[config.mk]
export PLATFORM = sky130hd
export DESIGN_NAME = char_lcd_nibble_sequencer_unit
export DESIGN_NICKNAME = d
export VERILOG_FILES = /design/src/hw/rtl/lcdns_pkg.sv /design/src/hw/rtl/char_lcd_nibble_sequencer_unit.sv /design/src/hw/rtl/lcdns_front.sv /design/src/hw/rtl/lcdns_queue.sv /design/src/hw/rtl/lcdns_back.sv
export SDC_FILE = /design/constraint.sdc
export NUM_CORES = 1
export LEC_CHECK = 0
export ABC_AREA = 1
export ABC_CLOCK_PERIOD_IN_PS = 3530
export BUFFER_PORTS_ARGS = -buffer_cell sky130_fd_sc_hd__buf_2
export CORE_ASPECT_RATIO = 0.7
export CORE_MARGIN = 2
export CORE_UTILIZATION = 57
export CTS_CLUSTER_SIZE = 12
export DETAILED_ROUTE_END_ITERATION = 16
export PLACE_DENSITY = 0.89
export RECOVER_POWER = 25
export SYNTH_ARGS = -nofsm -noshare
export SYNTH_HDL_FRONTEND = slang
export SYNTH_SLANG_ARGS = --single-unit
[constraint.sdc]
create_clock -name clk -period 3.53 [get_ports clk]
set_clock_uncertainty 0.2 [all_clocks]
set_input_delay 0.706 -clock clk [delete_from_list [all_inputs] [get_ports clk]]
set_output_delay 0.706 -clock clk [all_outputs]
set_load 0.03 [all_outputs]
[src/hw/rtl/lcdns_pkg.sv]
package lcdns_pkg;

    localparam int QUEUE_DEPTH_DEFAULT = 2;

    // request codes
    localparam logic [2:0] CMD_INIT   = 3'd0;
    localparam logic [2:0] CMD_BYTE   = 3'd1;
    localparam logic [2:0] CMD_DATA   = 3'd2;
    localparam logic [2:0] CMD_CURSOR = 3'd3;
    localparam logic [2:0] CMD_CLEAR  = 3'd4;
    localparam logic [2:0] CMD_HOME   = 3'd5;

    // configuration register indexes
    localparam logic [2:0] REG_FUNCTION_SET    = 3'd0;
    localparam logic [2:0] REG_DISPLAY_CONTROL = 3'd1;
    localparam logic [2:0] REG_ENTRY_MODE      = 3'd2;
    localparam logic [2:0] REG_CLEAR           = 3'd3;
    localparam logic [2:0] REG_HOME            = 3'd4;
    localparam logic [2:0] REG_ENABLE_HIGH     = 3'd5;
    localparam logic [2:0] REG_ENABLE_SETTLE   = 3'd6;

    localparam logic [7:0] RST_FUNCTION_SET    = 8'd40;
    localparam logic [7:0] RST_DISPLAY_CONTROL = 8'd14;
    localparam logic [7:0] RST_ENTRY_MODE      = 8'd6;
    localparam logic [7:0] RST_CLEAR           = 8'd1;
    localparam logic [7:0] RST_HOME            = 8'd2;
    localparam logic [9:0] RST_ENABLE_HIGH     = 10'd10;
    localparam logic [9:0] RST_ENABLE_SETTLE   = 10'd100;

    localparam logic [1:0] ROW_FIRST  = 2'd1;
    localparam logic [1:0] ROW_SECOND = 2'd2;
    localparam logic [7:0] ROW1_BASE  = 8'h80;
    localparam logic [7:0] ROW2_BASE  = 8'hC0;

    localparam logic [3:0] RAW_WAKE = 4'h3;
    localparam logic [3:0] RAW_LAST = 4'h2;

    localparam logic [15:0] POWERUP_WAIT_US = 16'd40000;
    localparam logic [12:0] EXTRA_NONE_US   = 13'd0;
    localparam logic [12:0] EXTRA_WAKE1_US  = 13'd5000;
    localparam logic [12:0] EXTRA_WAKE2_US  = 13'd150;
    localparam logic [12:0] EXTRA_INITCMD_US = 13'd5000;
    localparam logic [12:0] EXTRA_INITCLR_US = 13'd7000;
    localparam logic [12:0] EXTRA_CLRHOME_US = 13'd2000;

    // init step numbering: raw nibbles 0..3, then byte pairs
    localparam logic [3:0] STEP_RAW_LAST  = 4'd3;
    localparam logic [3:0] STEP_INIT_LAST = 4'd11;
    localparam logic [3:0] STEP_BYTE_LAST = 4'd1;
    localparam logic [2:0] PAIR_FUNCTION  = 3'd2;
    localparam logic [2:0] PAIR_DISPLAY   = 3'd3;
    localparam logic [2:0] PAIR_CLEAR     = 3'd4;
    localparam logic [2:0] PAIR_ENTRY     = 3'd5;

    typedef enum logic [1:0] {
        JOB_INIT,
        JOB_BYTE,
        JOB_CLEAR,
        JOB_HOME
    } job_kind_t;

    typedef struct packed {
        logic [2:0] cmd;
        logic [7:0] value;
        logic [1:0] row;
        logic [4:0] column;
    } req_t;

    typedef struct packed {
        logic        rs;
        logic [3:0]  nibble;
        logic [15:0] wait_before_us;
        logic [9:0]  high_time_us;
        logic [12:0] wait_after_us;
        logic        last;
    } result_t;

    typedef struct packed {
        job_kind_t  kind;
        logic       rs;
        logic [7:0] data;
    } job_t;

    typedef struct packed {
        logic [7:0] function_set_word;
        logic [7:0] display_control_word;
        logic [7:0] entry_mode_word;
        logic [7:0] clear_word;
        logic [7:0] home_word;
        logic [9:0] enable_high_us;
        logic [9:0] enable_settle_us;
    } cfg_t;

endpackage

[src/hw/rtl/char_lcd_nibble_sequencer_unit.sv]
// character lcd nibble sequencer, 4-bit bus. a request is taken on start while busy is
// low and turns into a run of bus writes, each shown for one cycle on result with strobe
// high; the receiver cannot stall, so every write must be captured the cycle it appears.
// the back sequencer emits one write per clock: init gives twelve writes, command, data,
// cursor, clear and home give two, and cursor with a bad row or an unknown code gives
// none. a request is first written into the queue, and its first write then reaches
// result through the output register. a short queue holds requests ahead of the
// sequencer and busy rises while it is full. configuration writes land at once
// (cfg_ready stays high) and should only be made while no writes are pending.
module char_lcd_nibble_sequencer_unit #(
    parameter int QUEUE_DEPTH = lcdns_pkg::QUEUE_DEPTH_DEFAULT
) (
    input  logic               clk,
    input  logic               rst_n,
    // request side
    input  logic               start,
    output logic               busy,
    input  lcdns_pkg::req_t    request,
    // configuration write channel
    input  logic               cfg_valid,
    output logic               cfg_ready,
    input  logic [2:0]         cfg_index,
    input  logic [9:0]         cfg_data,
    // bus writes
    output logic               strobe,
    output lcdns_pkg::result_t result
);

    lcdns_pkg::cfg_t cfg_reg, cfg_next;
    lcdns_pkg::job_t push_job, head_job;
    logic            push, pop, full, not_empty;
    logic            cfg_write;

    assign cfg_ready = 1'b1;
    assign cfg_write = cfg_valid && cfg_ready;
    assign busy      = full;

    // register file update, unknown index is ignored
    always_comb
    begin
        cfg_next = cfg_reg;
        if (cfg_write)
        begin
            case (cfg_index)
                lcdns_pkg::REG_FUNCTION_SET:    cfg_next.function_set_word    = cfg_data[7:0];
                lcdns_pkg::REG_DISPLAY_CONTROL: cfg_next.display_control_word = cfg_data[7:0];
                lcdns_pkg::REG_ENTRY_MODE:      cfg_next.entry_mode_word      = cfg_data[7:0];
                lcdns_pkg::REG_CLEAR:           cfg_next.clear_word           = cfg_data[7:0];
                lcdns_pkg::REG_HOME:            cfg_next.home_word            = cfg_data[7:0];
                lcdns_pkg::REG_ENABLE_HIGH:     cfg_next.enable_high_us       = cfg_data;
                lcdns_pkg::REG_ENABLE_SETTLE:   cfg_next.enable_settle_us     = cfg_data;
                default:                        cfg_next = cfg_reg;
            endcase
        end
    end

    always_ff @(posedge clk or negedge rst_n)
    begin
        if (!rst_n)
        begin
            cfg_reg.function_set_word    <= lcdns_pkg::RST_FUNCTION_SET;
            cfg_reg.display_control_word <= lcdns_pkg::RST_DISPLAY_CONTROL;
            cfg_reg.entry_mode_word      <= lcdns_pkg::RST_ENTRY_MODE;
            cfg_reg.clear_word           <= lcdns_pkg::RST_CLEAR;
            cfg_reg.home_word            <= lcdns_pkg::RST_HOME;
            cfg_reg.enable_high_us       <= lcdns_pkg::RST_ENABLE_HIGH;
            cfg_reg.enable_settle_us     <= lcdns_pkg::RST_ENABLE_SETTLE;
        end
        else
        begin
            cfg_reg <= cfg_next;
        end
    end

    // front: classify the request, drop those that give no writes
    lcdns_front u_front (
        .start   (start),
        .full    (full),
        .request (request),
        .push    (push),
        .job     (push_job)
    );

    // queue between classification and sequencing
    lcdns_queue #(
        .DEPTH (QUEUE_DEPTH)
    ) u_queue (
        .clk       (clk),
        .rst_n     (rst_n),
        .push      (push),
        .push_job  (push_job),
        .pop       (pop),
        .full      (full),
        .not_empty (not_empty),
        .head_job  (head_job)
    );

    // back: one bus write per cycle from the head job
    lcdns_back u_back (
        .clk       (clk),
        .rst_n     (rst_n),
        .not_empty (not_empty),
        .job       (head_job),
        .cfg       (cfg_reg),
        .pop       (pop),
        .strobe    (strobe),
        .result    (result)
    );

endmodule

[src/hw/rtl/lcdns_front.sv]
module lcdns_front (
    input  logic               start,
    input  logic               full,
    input  lcdns_pkg::req_t    request,
    output logic               push,
    output lcdns_pkg::job_t    job
);

    logic       job_valid;
    logic [7:0] offset;

    // cursor offset wraps modulo 256, column 0 gives all ones
    assign offset = {3'b000, request.column} - 8'd1;

    always_comb
    begin
        job_valid = 1'b1;
        job.kind  = lcdns_pkg::JOB_BYTE;
        job.rs    = 1'b0;
        job.data  = request.value;
        case (request.cmd)
            lcdns_pkg::CMD_INIT:
            begin
                job.kind = lcdns_pkg::JOB_INIT;
            end
            lcdns_pkg::CMD_BYTE:
            begin
                job.kind = lcdns_pkg::JOB_BYTE;
            end
            lcdns_pkg::CMD_DATA:
            begin
                job.rs = 1'b1;
            end
            lcdns_pkg::CMD_CURSOR:
            begin
                if (request.row == lcdns_pkg::ROW_FIRST)
                begin
                    job.data = offset | lcdns_pkg::ROW1_BASE;
                end
                else if (request.row == lcdns_pkg::ROW_SECOND)
                begin
                    job.data = offset | lcdns_pkg::ROW2_BASE;
                end
                else
                begin
                    job_valid = 1'b0;
                end
            end
            lcdns_pkg::CMD_CLEAR:
            begin
                job.kind = lcdns_pkg::JOB_CLEAR;
            end
            lcdns_pkg::CMD_HOME:
            begin
                job.kind = lcdns_pkg::JOB_HOME;
            end
            default:
            begin
                job_valid = 1'b0;
            end
        endcase
    end

    assign push = start && !full && job_valid;

endmodule

[src/hw/rtl/lcdns_queue.sv]
module lcdns_queue #(
    parameter int DEPTH = lcdns_pkg::QUEUE_DEPTH_DEFAULT
) (
    input  logic            clk,
    input  logic            rst_n,
    input  logic            push,
    input  lcdns_pkg::job_t push_job,
    input  logic            pop,
    output logic            full,
    output logic            not_empty,
    output lcdns_pkg::job_t head_job
);

    localparam int PTR_W = (DEPTH > 1) ? $clog2(DEPTH) : 1;
    localparam int CNT_W = $clog2(DEPTH + 1);

    lcdns_pkg::job_t entries_reg [DEPTH];
    logic [PTR_W-1:0] wr_ptr_reg, wr_ptr_next;
    logic [PTR_W-1:0] rd_ptr_reg, rd_ptr_next;
    logic [CNT_W-1:0] count_reg, count_next;
    logic             do_push, do_pop;

    assign full      = (count_reg == CNT_W'(DEPTH));
    assign not_empty = (count_reg != '0);
    assign head_job  = entries_reg[rd_ptr_reg];
    assign do_push   = push && !full;
    assign do_pop    = pop && not_empty;

    always_comb
    begin
        wr_ptr_next = wr_ptr_reg;
        rd_ptr_next = rd_ptr_reg;
        count_next  = count_reg;
        if (do_push)
        begin
            wr_ptr_next = (wr_ptr_reg == PTR_W'(DEPTH - 1)) ? '0 : wr_ptr_reg + 1'b1;
        end
        if (do_pop)
        begin
            rd_ptr_next = (rd_ptr_reg == PTR_W'(DEPTH - 1)) ? '0 : rd_ptr_reg + 1'b1;
        end
        if (do_push && !do_pop)
        begin
            count_next = count_reg + 1'b1;
        end
        else if (do_pop && !do_push)
        begin
            count_next = count_reg - 1'b1;
        end
    end

    always_ff @(posedge clk or negedge rst_n)
    begin
        if (!rst_n)
        begin
            wr_ptr_reg <= '0;
            rd_ptr_reg <= '0;
            count_reg  <= '0;
        end
        else
        begin
            wr_ptr_reg <= wr_ptr_next;
            rd_ptr_reg <= rd_ptr_next;
            count_reg  <= count_next;
        end
    end

    always_ff @(posedge clk)
    begin
        if (do_push)
        begin
            entries_reg[wr_ptr_reg] <= push_job;
        end
    end

endmodule

[src/hw/rtl/lcdns_back.sv]
module lcdns_back (
    input  logic               clk,
    input  logic               rst_n,
    input  logic               not_empty,
    input  lcdns_pkg::job_t    job,
    input  lcdns_pkg::cfg_t    cfg,
    output logic               pop,
    output logic               strobe,
    output lcdns_pkg::result_t result
);

    logic [3:0]  step_reg, step_next;
    logic        strobe_reg;
    lcdns_pkg::result_t result_reg, result_next;
    logic [7:0]  byte_sel;
    logic [12:0] extra;
    logic [3:0]  final_step;
    logic        is_init;
    logic        is_last;

    assign is_init = (job.kind == lcdns_pkg::JOB_INIT);

    always_comb
    begin
        byte_sel   = job.data;
        extra      = lcdns_pkg::EXTRA_NONE_US;
        final_step = lcdns_pkg::STEP_BYTE_LAST;
        case (job.kind)
            lcdns_pkg::JOB_INIT:
            begin
                final_step = lcdns_pkg::STEP_INIT_LAST;
                case (step_reg[3:1])
                    lcdns_pkg::PAIR_FUNCTION: byte_sel = cfg.function_set_word;
                    lcdns_pkg::PAIR_DISPLAY:  byte_sel = cfg.display_control_word;
                    lcdns_pkg::PAIR_CLEAR:    byte_sel = cfg.clear_word;
                    lcdns_pkg::PAIR_ENTRY:    byte_sel = cfg.entry_mode_word;
                    default:                  byte_sel = job.data;
                endcase
                if (step_reg == 4'd0)
                begin
                    extra = lcdns_pkg::EXTRA_WAKE1_US;
                end
                else if (step_reg == 4'd1)
                begin
                    extra = lcdns_pkg::EXTRA_WAKE2_US;
                end
                else if (step_reg > lcdns_pkg::STEP_RAW_LAST && step_reg[0])
                begin
                    extra = (step_reg[3:1] == lcdns_pkg::PAIR_CLEAR)
                          ? lcdns_pkg::EXTRA_INITCLR_US : lcdns_pkg::EXTRA_INITCMD_US;
                end
            end
            lcdns_pkg::JOB_CLEAR:
            begin
                byte_sel = cfg.clear_word;
                extra    = step_reg[0] ? lcdns_pkg::EXTRA_CLRHOME_US : lcdns_pkg::EXTRA_NONE_US;
            end
            lcdns_pkg::JOB_HOME:
            begin
                byte_sel = cfg.home_word;
                extra    = step_reg[0] ? lcdns_pkg::EXTRA_CLRHOME_US : lcdns_pkg::EXTRA_NONE_US;
            end
            default:
            begin
                byte_sel = job.data;
            end
        endcase
    end

    assign is_last = (step_reg == final_step);
    assign pop     = not_empty && is_last;

    always_comb
    begin
        result_next.rs = (job.kind == lcdns_pkg::JOB_BYTE) ? job.rs : 1'b0;
        if (is_init && step_reg <= lcdns_pkg::STEP_RAW_LAST)
        begin
            result_next.nibble = (step_reg == lcdns_pkg::STEP_RAW_LAST)
                               ? lcdns_pkg::RAW_LAST : lcdns_pkg::RAW_WAKE;
        end
        else
        begin
            // high nibble on even steps
            result_next.nibble = step_reg[0] ? byte_sel[3:0] : byte_sel[7:4];
        end
        result_next.wait_before_us = (is_init && step_reg == 4'd0)
                                   ? lcdns_pkg::POWERUP_WAIT_US : 16'd0;
        result_next.high_time_us   = cfg.enable_high_us;
        result_next.wait_after_us  = {3'b000, cfg.enable_settle_us} + extra;
        result_next.last           = is_last;
    end

    always_comb
    begin
        step_next = step_reg;
        if (not_empty)
        begin
            step_next = is_last ? 4'd0 : step_reg + 4'd1;
        end
    end

    always_ff @(posedge clk or negedge rst_n)
    begin
        if (!rst_n)
        begin
            step_reg   <= 4'd0;
            strobe_reg <= 1'b0;
        end
        else
        begin
            step_reg   <= step_next;
            strobe_reg <= not_empty;
        end
    end

    always_ff @(posedge clk)
    begin
        result_reg <= result_next;
    end

    assign strobe = strobe_reg;
    assign result = result_reg;

endmodule
==> qor.yml <==
status: "finished, violations left"
failed_checks: "capacitance limit, slew limit"
initial_core_util: 0.579
grt_pass1_wl_um: 22100
power.density_nw_per_um2: 861
clock-sinks: 121
crit_arrival_ns: 3.34
met1_usage: 0.370
clk_pin_slew_ns: 0.06
post-route-min-period_ns: 3.24
synth.ff_latch_count: 121
finalSetupTns_ns: 0
crit_path_cell_trace: "inv_2 -> ha_1 -> nand2_1 -> inv_1 -> o21ai_0 -> o21ai_0 -> ha_1 -> a21oi_1 -> nand2_1 -> a21oi_1 -> o21ai_0 -> xor2_1"
ys_types: 34
worstSetupStartpointType: "flop"
largest_reg_flops: 60
dp.cells: 818
reg2reg_setup_slack_ns: 0.29
final_nets: 762
combPwrFrac: 0.342
first_global_vias: 4540
critPathTopFamily: "compound AO/OA/AOI/OAI gates"
p_leak_nw: 3.20
antenna_found_initial: 0
postRouteAntennaNets: 0
fmax_mhz: 309
synthFlopType: "dfrtp_1"
track_usage: 0.278
coreArea_um2: 9570
period_share: 0.917
n_antenna_cell: 0
rsz0062_at_grt: "false"
critPathMostFrequentCell: "o21ai_0"
hold_class: "flop to flop"
grt_max_degree: 70
yosys_warnings: 0
synth.avg_cell_area_um2: 8.67
swShare: 0.405
vdd_drop_max_v: 0.000408
drtPass1Iterations: 8
cts_tree: "built"
cp-end-kind: "flop"
crit_path_max_incr_delay_ns: 0.63
insertion_delay_ns: 0.43
hpwl_um: 9520
routed-via-count: 4698
die_x_um: 122
syn_inst: 639
wl_um: 13700
final_util: 0.676
seqPwrFrac: 0.369
relSlewSlack: -0.156
synth_area_um2: 5540
synth_seq_area_share: 0.543
viasPerCell: 5.53
die_area_um2: 10500
wl_per_cell_um: 16.1
maxCapViolCount: 1
drive_above_1_share: 0.191
cts.htree.levels: 4
setup_viol_count_final: 0
worstSetupPathType: "flop to flop"
crit_fanout: 14
reg2regPathDepth: 12
clock_path_buffers: 2
cp.required_ns: 3.63
cpMaxStageDelayCell: "dfrtp_1"
reg2reg_from: "u_back.step_reg[3]$_DFFE_PN0N_"
instances_no_fill: 850
grt-ovfl-total: 0
cts-buffers-inserted: 17
hold_viol: 0
dieHeight_um: 86.5
worstMarginPinSlew_ns: 1.73
clkPwrFrac: 0.289
synth_edf_count: 22
gp_congestion: 0.989
drcViolationCount: 0
first_iter_violations: 666
min_path_cells: 0
port_buffers: 70
fillerInstances: 745
async_flop_share: 0.570
busiest_layer: "met2"
internal-power_mw: 3.31
min_from: "cfg_reg[19]$_DFFE_PN0P_"
holdPathEnd: "u_back.result[23]$_DFF_P_"
met3_usage: 0.0961
rows: 30
cts-root-buf: "clkbuf_16"
area_growth_pct: 16.8
reg2reg_to: "u_back.result[10]$_DFF_P_"
slew_viol_final: 70
gr-usage-met2: 0.421
power_switching_mw: 2.26
crit_buf_inv: 2
ioPinCount: 83
[metal layers]
metal  vias up  share of wire
li1       2209              -
met1      2167           0.42
met2       283           0.44
met3        39           0.11
met4         0          0.024
met5         -              0
[kinds of logic after synthesis]
logic type,share of synthesized area
XOR/XNOR,0.0237
other,0.00136
AO/OA/AOI/OAI,0.0911
adder cells (fa/ha/maj),0.0420
AND/OR/NAND/NOR,0.227
buffers and inverters,0.0721
flip-flops,0.543
[worst max path at each step]
stage | start | end | slack (ns) | cells past startpoint
6_report | u_back.step_reg[3]$_DFFE_PN0N_ | u_back.result[10]$_DFF_P_ | 0.29 | 12
5_1_grt | u_back.step_reg[3]$_DFFE_PN0N_ | u_back.result[10]$_DFF_P_ | 0.08 | 11
4_1_cts | u_back.step_reg[1]$_DFFE_PN0N_ | u_back.result[10]$_DFF_P_ | 0.27 | 12
3_5_place_dp | u_back.step_reg[1]$_DFFE_PN0N_ | u_back.result[10]$_DFF_P_ | 0.30 | 12
3_3_place_gp | u_back.step_reg[1]$_DFFE_PN0N_ | u_back.result[9]$_DFF_P_ | 0.54 | 13
2_1_floorplan | u_back.step_reg[0]$_DFFE_PN0N_ | u_back.result[9]$_DFF_P_ | 0.85 | 14
[cells in the final DEF, fill, tap and decap left out, types with 19 or more instances in the layout]
cell      instances
buf_2            69
dfrtp_1          53
dfxtp_1          30
edfxtp_1         22
inv_1            51
nand2_1         179
nand3_1          33
nand4_1          19
nor2_1           50
o21ai_0          76
[power groups by stage]
stage          registers, mW  logic [mW]  clock network, mW
3_3_place_gp            2.04        1.78                  0
4_1_cts                 2.04        1.88               1.61
2_1_floorplan           2.20        1.20                  0
5_1_grt                 2.09        2.10               1.68
6_report                2.06        1.91               1.61
3_5_place_dp            2.06        1.85                  0
[cell usage after synthesis, types with 3 or more instances]
master / instances / share of area
nand2_1: 179 / 0.12
edfxtp_1: 22 / 0.12
nand2_2: 5 / 0.0056
nor2_2: 5 / 0.0056
buf_4: 17 / 0.023
dfstp_2: 14 / 0.066
nor2_1: 50 / 0.034
xor2_1: 9 / 0.014
nand4_1: 19 / 0.021
clkbuf_1: 9 / 0.0061
xnor2_1: 6 / 0.0095
buf_2: 7 / 0.0063
inv_2: 3 / 0.0020
dfxtp_1: 30 / 0.11
ha_1: 17 / 0.038
inv_1: 51 / 0.035
o21ai_1: 3 / 0.0027
a21oi_1: 11 / 0.0099
o21ai_0: 76 / 0.069
nor3_1: 3 / 0.0027
dfrtp_1: 55 / 0.25
nand3_1: 33 / 0.030
[metrics by stage]
stage               setup slack [ns]  total power [mW]  area (um2)  hold slack [ns]
global placement               0.541              3.82        5920            0.153
floorplan                      0.846              3.40        5580            0.147
detailed placement             0.305              3.91        5920            0.158
global route                  0.0781              5.87        6470            0.179
CTS                            0.266              5.54        6470            0.173
finish                         0.292              5.57        6470            0.173
[area by class of cell]
type / count / area, um2 / area share
Clock inverter: 14 / 113 / 0.0174
Tap cell: 128 / 160 / 0.0248
Inverter: 54 / 203 / 0.0313
Multi-Input combinational cell: 441 / 2170 / 0.336
Timing Repair Buffer: 74 / 377 / 0.0582
Clock buffer: 18 / 439 / 0.0679
Sequential cell: 121 / 3010 / 0.465
[timing repair]
action                                  4_1_cts  5_1_grt
hold buffers                                  0        0
endpoints found under the setup margin        0        2
buffers inserted                              0        0
resized for setup                             0        2
No activity file was read; power rests on OpenSTA's default activity.
